===== src/rtl/core/bfla_pkg.sv =====
// Shared types and constants of the block free-list allocator.
package bfla_pkg;

    localparam int MODE_W   = 2;
    localparam int COUNT_W  = 5;
    localparam int INDEX_W  = 10;
    localparam int STATUS_W = 2;
    localparam int FREE_W   = 11;

    // Operation codes carried in the mode field of an input item.
    localparam logic [MODE_W-1:0] MODE_ALLOC   = 2'd0;
    localparam logic [MODE_W-1:0] MODE_RELEASE = 2'd1;
    localparam logic [MODE_W-1:0] MODE_FORMAT  = 2'd2;
    localparam logic [MODE_W-1:0] MODE_QUERY   = 2'd3;

    // Status codes carried in a result item.
    localparam logic [STATUS_W-1:0] ST_OK       = 2'd0;
    localparam logic [STATUS_W-1:0] ST_OVERFLOW = 2'd1;
    localparam logic [STATUS_W-1:0] ST_CORRUPT  = 2'd2;

    typedef struct packed {
        logic [MODE_W-1:0]  mode;
        logic [COUNT_W-1:0] count;
        logic [INDEX_W-1:0] block_index;
    } t_in_item;

    typedef struct packed {
        logic [STATUS_W-1:0] status;
        logic [INDEX_W-1:0]  given_block;
        logic [FREE_W-1:0]   free_count;
        logic                last;
    } t_out_item;

    // Commands from the controller to the datapath.
    typedef struct packed {
        logic load;        // latch the accepted item
        logic emit_imm;    // single result decided from the latched item
        logic sweep_init;  // restart the store sweep at entry zero
        logic sweep_step;  // write one entry of both stores
        logic fmt_done;    // sweep complete: refill count and report
        logic pop_rd;      // read the stack top and shrink the stack
        logic pop_wr;      // mark the popped block and report it
        logic rel_rd;      // read the occupied flag of the released block
        logic rel_wr;      // check, push back and report
    } t_dp_cmd;

    // Status from the datapath to the controller.
    typedef struct packed {
        logic [MODE_W-1:0] mode;
        logic              alloc_go;
        logic              sweep_last;
        logic              pop_last;
    } t_dp_stat;

endpackage


===== src/rtl/core/bfla_ctrl.sv =====
// Controller state machine of the block allocator.
module bfla_ctrl (
    input  logic               i_clk,
    input  logic               i_rst_n,
    input  logic               i_start,
    input  bfla_pkg::t_dp_stat i_stat,
    output logic               o_busy,
    output bfla_pkg::t_dp_cmd  o_cmd
);

    typedef enum logic [7:0] {
        S_INIT     = 8'b0000_0001,
        S_IDLE     = 8'b0000_0010,
        S_DISPATCH = 8'b0000_0100,
        S_POP_RD   = 8'b0000_1000,
        S_POP_WR   = 8'b0001_0000,
        S_REL_RD   = 8'b0010_0000,
        S_REL_WR   = 8'b0100_0000,
        S_FMT      = 8'b1000_0000
    } t_state;

    t_state r_state;
    t_state n_state;

    assign o_busy = (r_state != S_IDLE);

    always_ff @(posedge i_clk) begin
        if (!i_rst_n) begin
            r_state <= S_INIT;
        end else begin
            r_state <= n_state;
        end
    end

    always_comb begin
        n_state = r_state;
        o_cmd   = '0;
        case (r_state)
            S_INIT: begin
                o_cmd.sweep_step = 1'b1;
                if (i_stat.sweep_last) begin
                    n_state = S_IDLE;
                end
            end
            S_IDLE: begin
                if (i_start) begin
                    o_cmd.load = 1'b1;
                    n_state    = S_DISPATCH;
                end
            end
            S_DISPATCH: begin
                case (i_stat.mode)
                    bfla_pkg::MODE_ALLOC: begin
                        if (i_stat.alloc_go) begin
                            n_state = S_POP_RD;
                        end else begin
                            o_cmd.emit_imm = 1'b1;
                            n_state        = S_IDLE;
                        end
                    end
                    bfla_pkg::MODE_RELEASE: begin
                        n_state = S_REL_RD;
                    end
                    bfla_pkg::MODE_FORMAT: begin
                        o_cmd.sweep_init = 1'b1;
                        n_state          = S_FMT;
                    end
                    default: begin
                        o_cmd.emit_imm = 1'b1;
                        n_state        = S_IDLE;
                    end
                endcase
            end
            S_POP_RD: begin
                o_cmd.pop_rd = 1'b1;
                n_state      = S_POP_WR;
            end
            S_POP_WR: begin
                o_cmd.pop_wr = 1'b1;
                n_state      = i_stat.pop_last ? S_IDLE : S_POP_RD;
            end
            S_REL_RD: begin
                o_cmd.rel_rd = 1'b1;
                n_state      = S_REL_WR;
            end
            S_REL_WR: begin
                o_cmd.rel_wr = 1'b1;
                n_state      = S_IDLE;
            end
            S_FMT: begin
                o_cmd.sweep_step = 1'b1;
                if (i_stat.sweep_last) begin
                    o_cmd.fmt_done = 1'b1;
                    n_state        = S_IDLE;
                end
            end
            default: begin
                n_state = S_INIT;
            end
        endcase
    end

endmodule


===== config.mk =====
export PLATFORM = sky130hd
export DESIGN_NAME = bfla_ctrl
export DESIGN_NICKNAME = d
export VERILOG_FILES = /design/src/rtl/core/bfla_pkg.sv /design/src/rtl/core/bfla_ctrl.sv
export SDC_FILE = /design/constraint.sdc
export NUM_CORES = 1
export LEC_CHECK = 0
export BUFFER_PORTS_ARGS = -buffer_cell sky130_fd_sc_hd__buf_2
export CAP_MARGIN = 0
export CORE_AREA = 2 2 39 41
export DETAILED_ROUTE_END_ITERATION = 7
export DIE_AREA = 0 0 41 43
export PLACE_DENSITY_LB_ADDON = 0.3
export SYNTH_ARGS = -nofsm -noshare
export SYNTH_HDL_FRONTEND = slang
export SYNTH_SLANG_ARGS = --single-unit

===== constraint.sdc =====
create_clock -name i_clk -period 2.4 [get_ports i_clk]
set_input_delay 0.48 -clock i_clk [delete_from_list [all_inputs] [get_ports i_clk]]
set_output_delay 0.48 -clock i_clk [all_outputs]
set_load 0.01 [all_outputs]

==> flow_summary_export.csv, run 1 <==
group,metric,value,unit
final_layout,largest_registers,"r_state: 8 flops",
final_layout,n_fill_cell,148,
final_layout,largest_register,"r_state",
final_layout,final_nets,103,
floorplan,ios,18,
timing,finalHoldViolCount,0,
floorplan,dieArea,0.00176,mm^2
floorplan,die_x,41,um
global_routing,grt_max_degree,13,
critical_path,rrSetupSlack,0.51,ns
synthesis,syn_area,581,um^2
flow_run,drv_cap,0,
synthesis,ys_types,33,
clock_tree,cts_buffers,3,
power_and_ir_drop,p_leak,0.321,nW
clock_tree,tritoncts,"built",
timing,fmax,431,MHz
synthesis,syn-num-nets,84,
power_and_ir_drop,p_seq_share,42.8,%
final_layout,syn2layout_area_growth,20.5,%
power_and_ir_drop,pwr-share-comb,31.6,%
timing,setup_viol,0,
final_layout,largest_register_ffs,8,
timing,period_minus_slack,2.32,ns
power_and_ir_drop,sw_frac_of_total,31.1,%
synthesis,yosysWarnings,0,
power_and_ir_drop,p_per_area,537,mW/mm^2
global_routing,antenna_found_initial,0,
floorplan,core_area,0.00138,mm^2
clock_tree,cts.sinks,8,
clock_tree,clockBufferDepth,2,
floorplan,die_height,43,um
timing,setup_tns,0,ns
route,ant_nets,0,
route,detail_route.drc_violations,0,
hold_path,hold_path_class,"input port to flop",
clock_tree,clk_pin_slew,0.04,ns
synthesis,syn_area_per_cell,7.64,um^2
power_and_ir_drop,p_total,0.375,mW
synthesis,syn_inst,76,
power_and_ir_drop,p_int,0.259,mW
critical_path,startpoint_type,"flop",
route,routed_via_density,5.50,
route,dr.first_iter.drc_count,13,
timing,timing.final.crit_share,96.7,%
clock_tree,htreeDepth,1,
placement,gp_congestion,0.753,
power_and_ir_drop,switchingPower,0.117,mW
final_layout,instances_no_fill,109,
clock_tree,hold_buffers,0,
global_routing,grt_pass1_wl,2230,um
power_and_ir_drop,ir_drop,0.314,mV
global_routing,grt_use_total,18.7,%
timing,tightest_slew,0.433,ns
floorplan,start_util,42.0,%
timing,slew_headroom,70.8,%
critical_path,crit_path_end_kind,"primary output",
route,wl_per_cell,12.2,um
final_layout,antenna_cells,0,
clock_tree,post_cts_buffers,0,
placement,dpl.hpwl,1050,um
critical_path,crit_type,"flop to primary output",
timing,clock_skew,0.00712,ns
clock_tree,ctsRootBufferMaster,"clkbuf_4",
critical_path,cp.arrival,1.84,ns
global_routing,overflow,0,
timing,drv_slew,0,
power_and_ir_drop,power_frac_clock,25.5,%
placement,placed_cells,106,
synthesis,seq_area_frac_synth,27.6,%
synthesis,ys_ff_latch,8,
floorplan,rows,14,
global_routing,grt_pass1_vias,562,
clock_tree,clock_latency,0.25,ns
critical_path,worstPathRequired,1.92,ns
route,drt_wl_total,1330,um
route,vias,599,
run_status,status,"complete, no violations",
route,dr.pass1.iters,4,
critical_path,worstPathMaxFanout,7,
placement,port_buffers,17,
clock_tree,ctsResizeCount,0,
timing,rsz0062_at_grt,"false",
final_layout,final_layout_size_suffix_gt1_share,31.2,%
-- through the flow --
| stage | hold WS, ns | util [%] | instance area [um^2] | setup WS, ns |
|---|---|---|---|---|
| 2_1_floorplan | 0.507 | - | 581 | 0.392 |
| 3_3_place_gp | 0.537 | 48.5 | 671 | 0.328 |
| 3_5_place_dp | 0.552 | 48.5 | 671 | 0.311 |
| 4_1_cts | 0.457 | 50.1 | 693 | 0.0414 |
| 5_1_grt | 0.467 | 50.5 | 699 | 0.0217 |
| 6_report | 0.469 | 50.5 | 699 | 0.0802 |
-- cells in the final DEF, fill, tap and decap left out, drive strengths merged --
| cell | n |
|---|---|
| buf | 19 |
| dfxtp | 8 |
| inv | 7 |
| nor2 | 6 |
| nor4 | 5 |
| nor3 | 5 |
| nand2 | 4 |
| clkbuf | 3 |
| o21ai | 3 |
| nor3b | 3 |
| nand3 | 2 |
| and4b | 2 |
| or4 | 2 |
| nand2b | 2 |
| and3 | 2 |
| and2 | 2 |
| o221ai | 2 |
| o21a | 2 |
| a31oi | 2 |
| xnor2 | 1 |
| or3 | 1 |
| a21o | 1 |
| and4 | 1 |
| nor2b | 1 |
| o21ba | 1 |
| or3b | 1 |
| a311oi | 1 |
| o22ai | 1 |
| xor2 | 1 |
| o2111ai | 1 |
| a21oi | 1 |
-- routing by layer --
| layer | GRT usage (%) | part of all wire, % |
|---|---|---|
| met1 | 23.5 | 46 |
| met2 | 27.8 | 49 |
| met3 | 2.09 | 4.0 |
| met5 | 0 | 0 |
| met4 | 13.3 | 1.3 |
-- cell families after synthesis --
logic type,count (synthesis),synth area share (%)
simple gates,39,40.7
compound gates,15,19.0
buf+inv,12,9.70
flops,8,27.6
xor+xnor,2,3.02
-- area by class of cell --
cell class                      count  area (um^2)  share of cell area [%]
Clock buffer                        3         22.5                    3.22
Inverter                            7         26.3                    3.76
Multi-Input combinational cell     56          369                    52.8
Sequential cell                     8          161                    23.1
Tap cell                           16         20.0                    2.86
Timing Repair Buffer               19          100                    14.3
-- power groups by stage --
stage	Sequential, mW	Combinational, mW	Clock [mW]
after detailed placement	0.163	0.118	0
after global routing	0.163	0.135	0.106
after CTS	0.160	0.119	0.101
final	0.161	0.119	0.0959
after floorplan	0.147	0.0959	0
after global placement	0.163	0.117	0
-- worst paths after layout --
check | startpoint | to | depth (start not counted)
setup / recovery | r_state[2] | o_cmd[5] | 4
hold / removal | i_stat[4] | r_state[5] | 2
setup reg to reg | r_state[2] | r_state[3] | 4
hold reg to reg | r_state[2] | r_state[4] | 1
-- cell usage after synthesis --
cell,number,area (um^2)
nor3b_1,3,22.5
o2111ai_1,1,8.76
dfxtp_1,8,160
a311oi_1,1,8.76
nand3_1,2,10.0
a21oi_1,1,5.00
nor2b_1,1,6.26
a31oi_1,2,12.5
nand2_1,4,15.0
buf_4,1,7.51
a21o_1,1,7.51
o21ai_2,1,8.76
nand2b_1,2,12.5
xnor2_1,1,8.76
buf_6,1,11.3
or3b_2,1,8.76
o221ai_1,2,17.5
or4_4,2,22.5
and2_1,2,12.5
and4_1,1,8.76
o21ba_2,1,10.0
nor4_1,5,31.3
or3_1,1,6.26
inv_1,7,26.3
nor3_1,5,25.0
o21a_1,2,15.0
xor2_1,1,8.76
and4b_1,2,20.0
o21ai_0,2,10.0
nor2_1,6,22.5
o22ai_1,1,6.26
clkbuf_1,3,11.3
and3_1,2,12.5
-- critical path, cell delays in order, from the launching register on --
cell	delay, ns
dfxtp_2	0.34
or4_4	0.55
or4_4	0.52
inv_1	0.06
buf_2	0.12
Note: power is estimated with default switching activity, not from simulation.
==> run 2: changes to the inputs <==
Settings changed: ABC_AREA set to 1, CORE_AREA 2 2 39 41 to not set, CORE_MARGIN set to 1.5, CORE_UTILIZATION set to 49, DIE_AREA 0 0 41 43 to not set.
==> flow_summary_export.csv, run 2 <==
group,metric,value,unit
synthesis,syn_inst,98,
final_layout,largest_registers,"r_state: 8 flops",
timing,fmax,555,MHz
synthesis,synth-edff-count,0,
clock_tree,tritoncts,"built",
timing,period_minus_slack,1.80,ns
synthesis,synthFlopType,"dfxtp_1",
clock_tree,cts_buffers,3,
placement,dpl.hpwl,979,um
timing,slew_headroom,87.9,%
critical_path,rr_worst_depth,10,
run_status,status,"complete, no violations",
hold_path,whs_path_depth,2,
global_routing,grt_use_total,20.3,%
critical_path,worstPathMaxFanout,7,
placement,placed_cells,128,
clock_tree,cts.sinks,8,
timing,finalHoldViolCount,0,
final_layout,final_nets,127,
route,drt_wl_total,1290,um
synthesis,async_reset_ff_share,0,%
critical_path,startpoint_type,"flop",
route,routed_via_density,4.74,
synthesis,seq_area_frac_synth,24.5,%
hold_path,hold_path_class,"input port to flop",
floorplan,start_util,55.9,%
final_layout,largest_register,"r_state",
global_routing,grt_pass1_vias,515,
clock_tree,clock_latency,0.26,ns
critical_path,crit_type,"flop to primary output",
final_layout,utilization,65.9,%
critical_path,cp.arrival,1.32,ns
timing,clock_skew,0.00468,ns
floorplan,rows,12,
route,dr.first_iter.drc_count,8,
timing,tightest_slew,0.180,ns
floorplan,ios,18,
floorplan,core_area,0.00117,mm^2
route,vias,621,
timing,setup_viol,0,
synthesis,yosys-top-cells-area,"dfxtp_1 (24%), nand2_4 (12%), nand2_1 (11%), inv_1 (9.2%), nor2_1 (7.5%)",
placement,place_ws,0.829,ns
synthesis,ys_ff_latch,8,
global_routing,grt_max_degree,8,
final_layout,layout_commonest_cell,"nand2_1",
synthesis,syn_area_per_cell,6.68,um^2
final_layout,largest_register_ffs,8,
synthesis,syn-num-nets,106,
synthesis,synth_commonest_cells,"nand2_1 (19), inv_1 (16), nor2_1 (13), dfxtp_1 (8)",
route,ant_nets,0,
clock_tree,clockBufferDepth,2,
synthesis,yosysMostFrequentCell,"nand2_1",
critical_path,worstPathRequired,1.92,ns
timing,rsz0062_at_grt,"false",
synthesis,syn_area,654,um^2
global_routing,grt_pass1_wl,2070,um
placement,gp_congestion,0.850,
timing,fin_hold_ws,0.476,ns
timing,final.setup.worst_slack,0.600,ns
synthesis,ys_types,17,
clock_tree,ctsRootBufferMaster,"clkbuf_4",
route,detail_route.drc_violations,0,
synthesis,synth_largest_area_cell,"dfxtp_1",
synthesis,yosys.area.top_type_share,24.5,%
critical_path,crit_path_end_kind,"primary output",
final_layout,instances_no_fill,131,
timing,setup_tns,0,ns
global_routing,overflow,0,
clock_tree,clk_pin_slew,0.06,ns
clock_tree,htreeDepth,1,
power_and_ir_drop,p_per_area,818,mW/mm^2
clock_tree,ctsResizeCount,0,
clock_tree,post_cts_buffers,0,
timing,drv_slew,0,
floorplan,dieArea,0.00156,mm^2
floorplan,die_height,39.5,um
clock_tree,hold_buffers,0,
final_layout,final_layout_size_suffix_gt1_share,39.3,%
global_routing,antenna_found_initial,0,
power_and_ir_drop,ir_drop,0.516,mV
floorplan,die_x,39.5,um
placement,port_buffers,17,
timing,timing.final.crit_share,75.0,%
final_layout,mostFrequentLayoutCells,"nand2_1 (19), buf_2 (17), inv_1 (16), nor2_1 (13), dfxtp_1 (8)",
flow_run,drv_cap,0,
route,dr.pass1.iters,5,
final_layout,syn2layout_area_growth,18.0,%
synthesis,yosysWarnings,0,
final_layout,antenna_cells,0,
power_and_ir_drop,p_leak,0.462,nW
route,wl_per_cell,9.82,um
-- run 2: kinds of logic after synthesis --
kind of cell | Yosys count | synth area share (%)
buffers and inverters | 24 | 14.3
flip-flops | 8 | 24.5
AO/OA/AOI/OAI | 1 | 0.764
AND/OR/NAND/NOR | 65 | 60.4
-- run 2: worst max-delay path, stage by stage, from the launching register on --
cell and delay (ns):
dfxtp_1 0.30, inv_1 0.08, nand2_2 0.10, nor2_8 0.17, nand2_2 0.11, nor3_4 0.15
buf_2 0.16
-- run 2: per-layer routing --
layer / up-vias / track usage, % / share of wire [%]
li1: 334 / - / -
met1: 255 / 23.8 / 46
met4: 0 / 12.9 / 2.3
met2: 28 / 34.8 / 46
met3: 4 / 1.70 / 5.3
met5: - / 0 / 0
-- run 2: power by group --
part	leakage, nW	switching (mW)	internal (mW)
sequential	0.0651	0.0195	0.156
clock	0.0138	0.0474	0.0573
combinational	0.383	0.227	0.125
total	0.462	0.294	0.338
-- run 2: per-stage QoR --
| step | cell area (um^2) | power [mW] |
|---|---|---|
| floorplan | 654 | 0.461 |
| finish | 772 | 0.631 |
| detailed placement | 749 | 0.529 |
| CTS | 772 | 0.637 |
| global placement | 749 | 0.525 |
| global route | 772 | 0.679 |
-- run 2: worst paths after layout --
path              start    endpoint  slack (ns)
max          r_state[6]    o_cmd[6]        0.60
min             i_rst_n  r_state[0]        0.48
max reg2reg  r_state[6]  r_state[7]        1.17
min reg2reg  r_state[0]  r_state[0]        0.53
-- run 2: layout make-up --
cell class	instances	area [um^2]
clock buffer	3	22.5
tap	14	17.5
sequential	8	160
inverter	23	86.3
fill	109	399
multi-input combinational	66	400
timing repair buffer	17	85.1
==> run 3: changes to the inputs <==
Settings changed: ABC_AREA 1 to 0, CORE_AREA set to 2 2 39 41, CORE_MARGIN 1.5 to not set, CORE_UTILIZATION 49 to not set, DIE_AREA set to 0 0 41 43.
Clock period 2.4 ns to 1.75 ns, I/O delays scaled along.
==> flow_summary_export.csv, run 3 (synthesis results as in run 1) <==
group,metric,value,unit
run_status,status,"finished, violations left",
run_status,violations,"negative setup slack",
critical_path,worstPathMaxFanout,2,
clock_tree,htreeDepth,1,
critical_path,r2r-end,"r_state[3]",
placement,port_buffers,17,
timing,drv_slew,0,
critical_path,crit_path_end_kind,"primary output",
clock_tree,cts_buffers,3,
final_layout,largest_register,"r_state",
placement,placed_cells,116,
final_layout,final_layout_size_suffix_gt1_share,61.1,%
critical_path,crit_path_top_delay_cell,"or4_4",
critical_path,cp.arrival,1.79,ns
route,routed_via_density,5.87,
hold_path,whs_path_depth,2,
timing,slew_headroom,81.6,%
critical_path,crit_buf_inv,2,
critical_path,worstPathRequired,1.40,ns
timing,timing.final.crit_share,122,%
clock_tree,clk_pin_slew,0.05,ns
timing,fin_hold_ws,0.321,ns
clock_tree,clock_latency,0.25,ns
critical_path,rr_startpoint,"r_state[2]",
global_routing,antenna_found_initial,0,
clock_tree,cts.sinks,8,
final_layout,layout_commonest_cell,"buf_4",
final_layout,syn2layout_area_growth,76.9,%
placement,place_area,752,um^2
route,dr.pass1.iters,4,
clock_tree,clockBufferDepth,2,
final_layout,antenna_cells,0,
clock_tree,tritoncts,"built",
critical_path,critPathMostFrequentCell,"or4_4",
global_routing,grt_max_degree,10,
timing,final.setup.worst_slack,-0.390,ns
timing,fmax,467,MHz
route,ant_nets,0,
floorplan,rows,14,
final_layout,final_nets,123,
clock_tree,hold_buffers,0,
floorplan,die_x,41,um
floorplan,core_area,0.00138,mm^2
critical_path,slowest_delay,0.55,ns
hold_path,hold_start,"i_stat[4]",
critical_path,crit_type,"flop to primary output",
floorplan,die_height,43,um
critical_path,crit_family,"simple AND/OR/NAND/NOR gates",
route,drt_wl_total,2070,um
final_layout,largest_register_ffs,8,
timing,setup_viol,14,
floorplan,start_util,42.0,%
flow_run,drv_cap,0,
timing,setup_tns,-2.95,ns
timing,tightest_slew,0.274,ns
route,vias,757,
timing,period_minus_slack,2.14,ns
hold_path,hold_path_class,"input port to flop",
final_layout,mostFrequentLayoutCells,"buf_4 (18), buf_2 (15), buf_6 (6)",
power_and_ir_drop,ir_drop,0.602,mV
floorplan,ios,18,
floorplan,dieArea,0.00176,mm^2
hold_path,holdPathEnd,"r_state[5]",
global_routing,overflow,0,
global_routing,grt_pass1_vias,642,
critical_path,startpoint_type,"flop",
route,dr.first_iter.drc_count,14,
final_layout,finish.instance_area,0.00103,mm^2
timing,clock_skew,0.00630,ns
power_and_ir_drop,p_leak,0.459,nW
global_routing,grt_pass1_wl,2730,um
placement,dpl.hpwl,1150,um
final_layout,instances_no_fill,129,
timing,rsz0062_at_grt,"true",
final_layout,largest_registers,"r_state: 8 flops",
clock_tree,ctsRootBufferMaster,"clkbuf_4",
global_routing,grt_use_total,23.3,%
timing,finalHoldViolCount,0,
placement,gp_congestion,0.795,
route,wl_per_cell,16.1,um
critical_path,rrSetupSlack,-0.37,ns
power_and_ir_drop,p_per_area,657,mW/mm^2
critical_path,critical_path.startpoint,"r_state[2]",
route,detail_route.drc_violations,0,
critical_path,path_cells,"or4_4 -> or4_4 -> inv_2 -> buf_6",
critical_path,rr_worst_depth,6,
run 3: timing repair:
action | in CTS | in global routing
pin swaps | 6 | 7
cloned | 0 | 0
buffers inserted | 3 | 7
gates resized for setup | 19 | 18
setup endpoints to repair | 14 | 16
run 3: through the flow:
| step | power [mW] | worst slack [ns] | utilization [%] |
|---|---|---|---|
| final | 0.675 | -0.390 | 74.2 |
| after floorplan | 0.339 | -0.0856 | - |
| after CTS | 0.612 | -0.359 | 65.2 |
| after global placement | 0.408 | -0.113 | 54.3 |
| after global routing | 0.707 | -0.427 | 74.2 |
| after detailed placement | 0.409 | -0.129 | 54.3 |
run 3: where the power goes:
group | internal, mW | switching [mW] | leakage (nW) | total [mW]
sequential | 0.198 | 0.0240 | 0.0674 | 0.222
clock | 0.0786 | 0.0635 | 0.0138 | 0.142
combinational | 0.165 | 0.146 | 0.378 | 0.311
run 3: layout make-up:
type,instances,area (um^2)
timing repair buffer,39,278
inverter,7,28.8
clock buffer,3,22.5
sequential,8,170
multi-input combinational,56,508
tap,16,20.0
fill,102,357
run 3: per-layer routing:
layer	global-route usage, %	vias to the layer above	wire length [um]
li1	-	354	-
met1	26.1	366	804
met2	40.0	29	1100
met3	2.62	8	104
met4	12.0	0	67
met5	0	-	0
run 3: worst max-delay path by stage:
| stage | end | slack, ns | cells past startpoint |
|---|---|---|---|
| 2_1_floorplan | o_cmd[5] | -0.09 | 4 |
| 3_3_place_gp | o_cmd[5] | -0.11 | 4 |
| 3_5_place_dp | o_cmd[5] | -0.13 | 4 |
| 4_1_cts | o_cmd[5] | -0.36 | 4 |
| 5_1_grt | o_cmd[5] | -0.43 | 4 |
| 6_report | o_cmd[5] | -0.39 | 4 |
run 3: worst reg2reg max path: cells and delay by family (launching register included):
family                 cells  cell delay, ns
AOI/OAI and AO/OA          2            0.36
and+or+nand+nor            2            1.06
DFF                        1            0.31
buffers and inverters      2            0.27
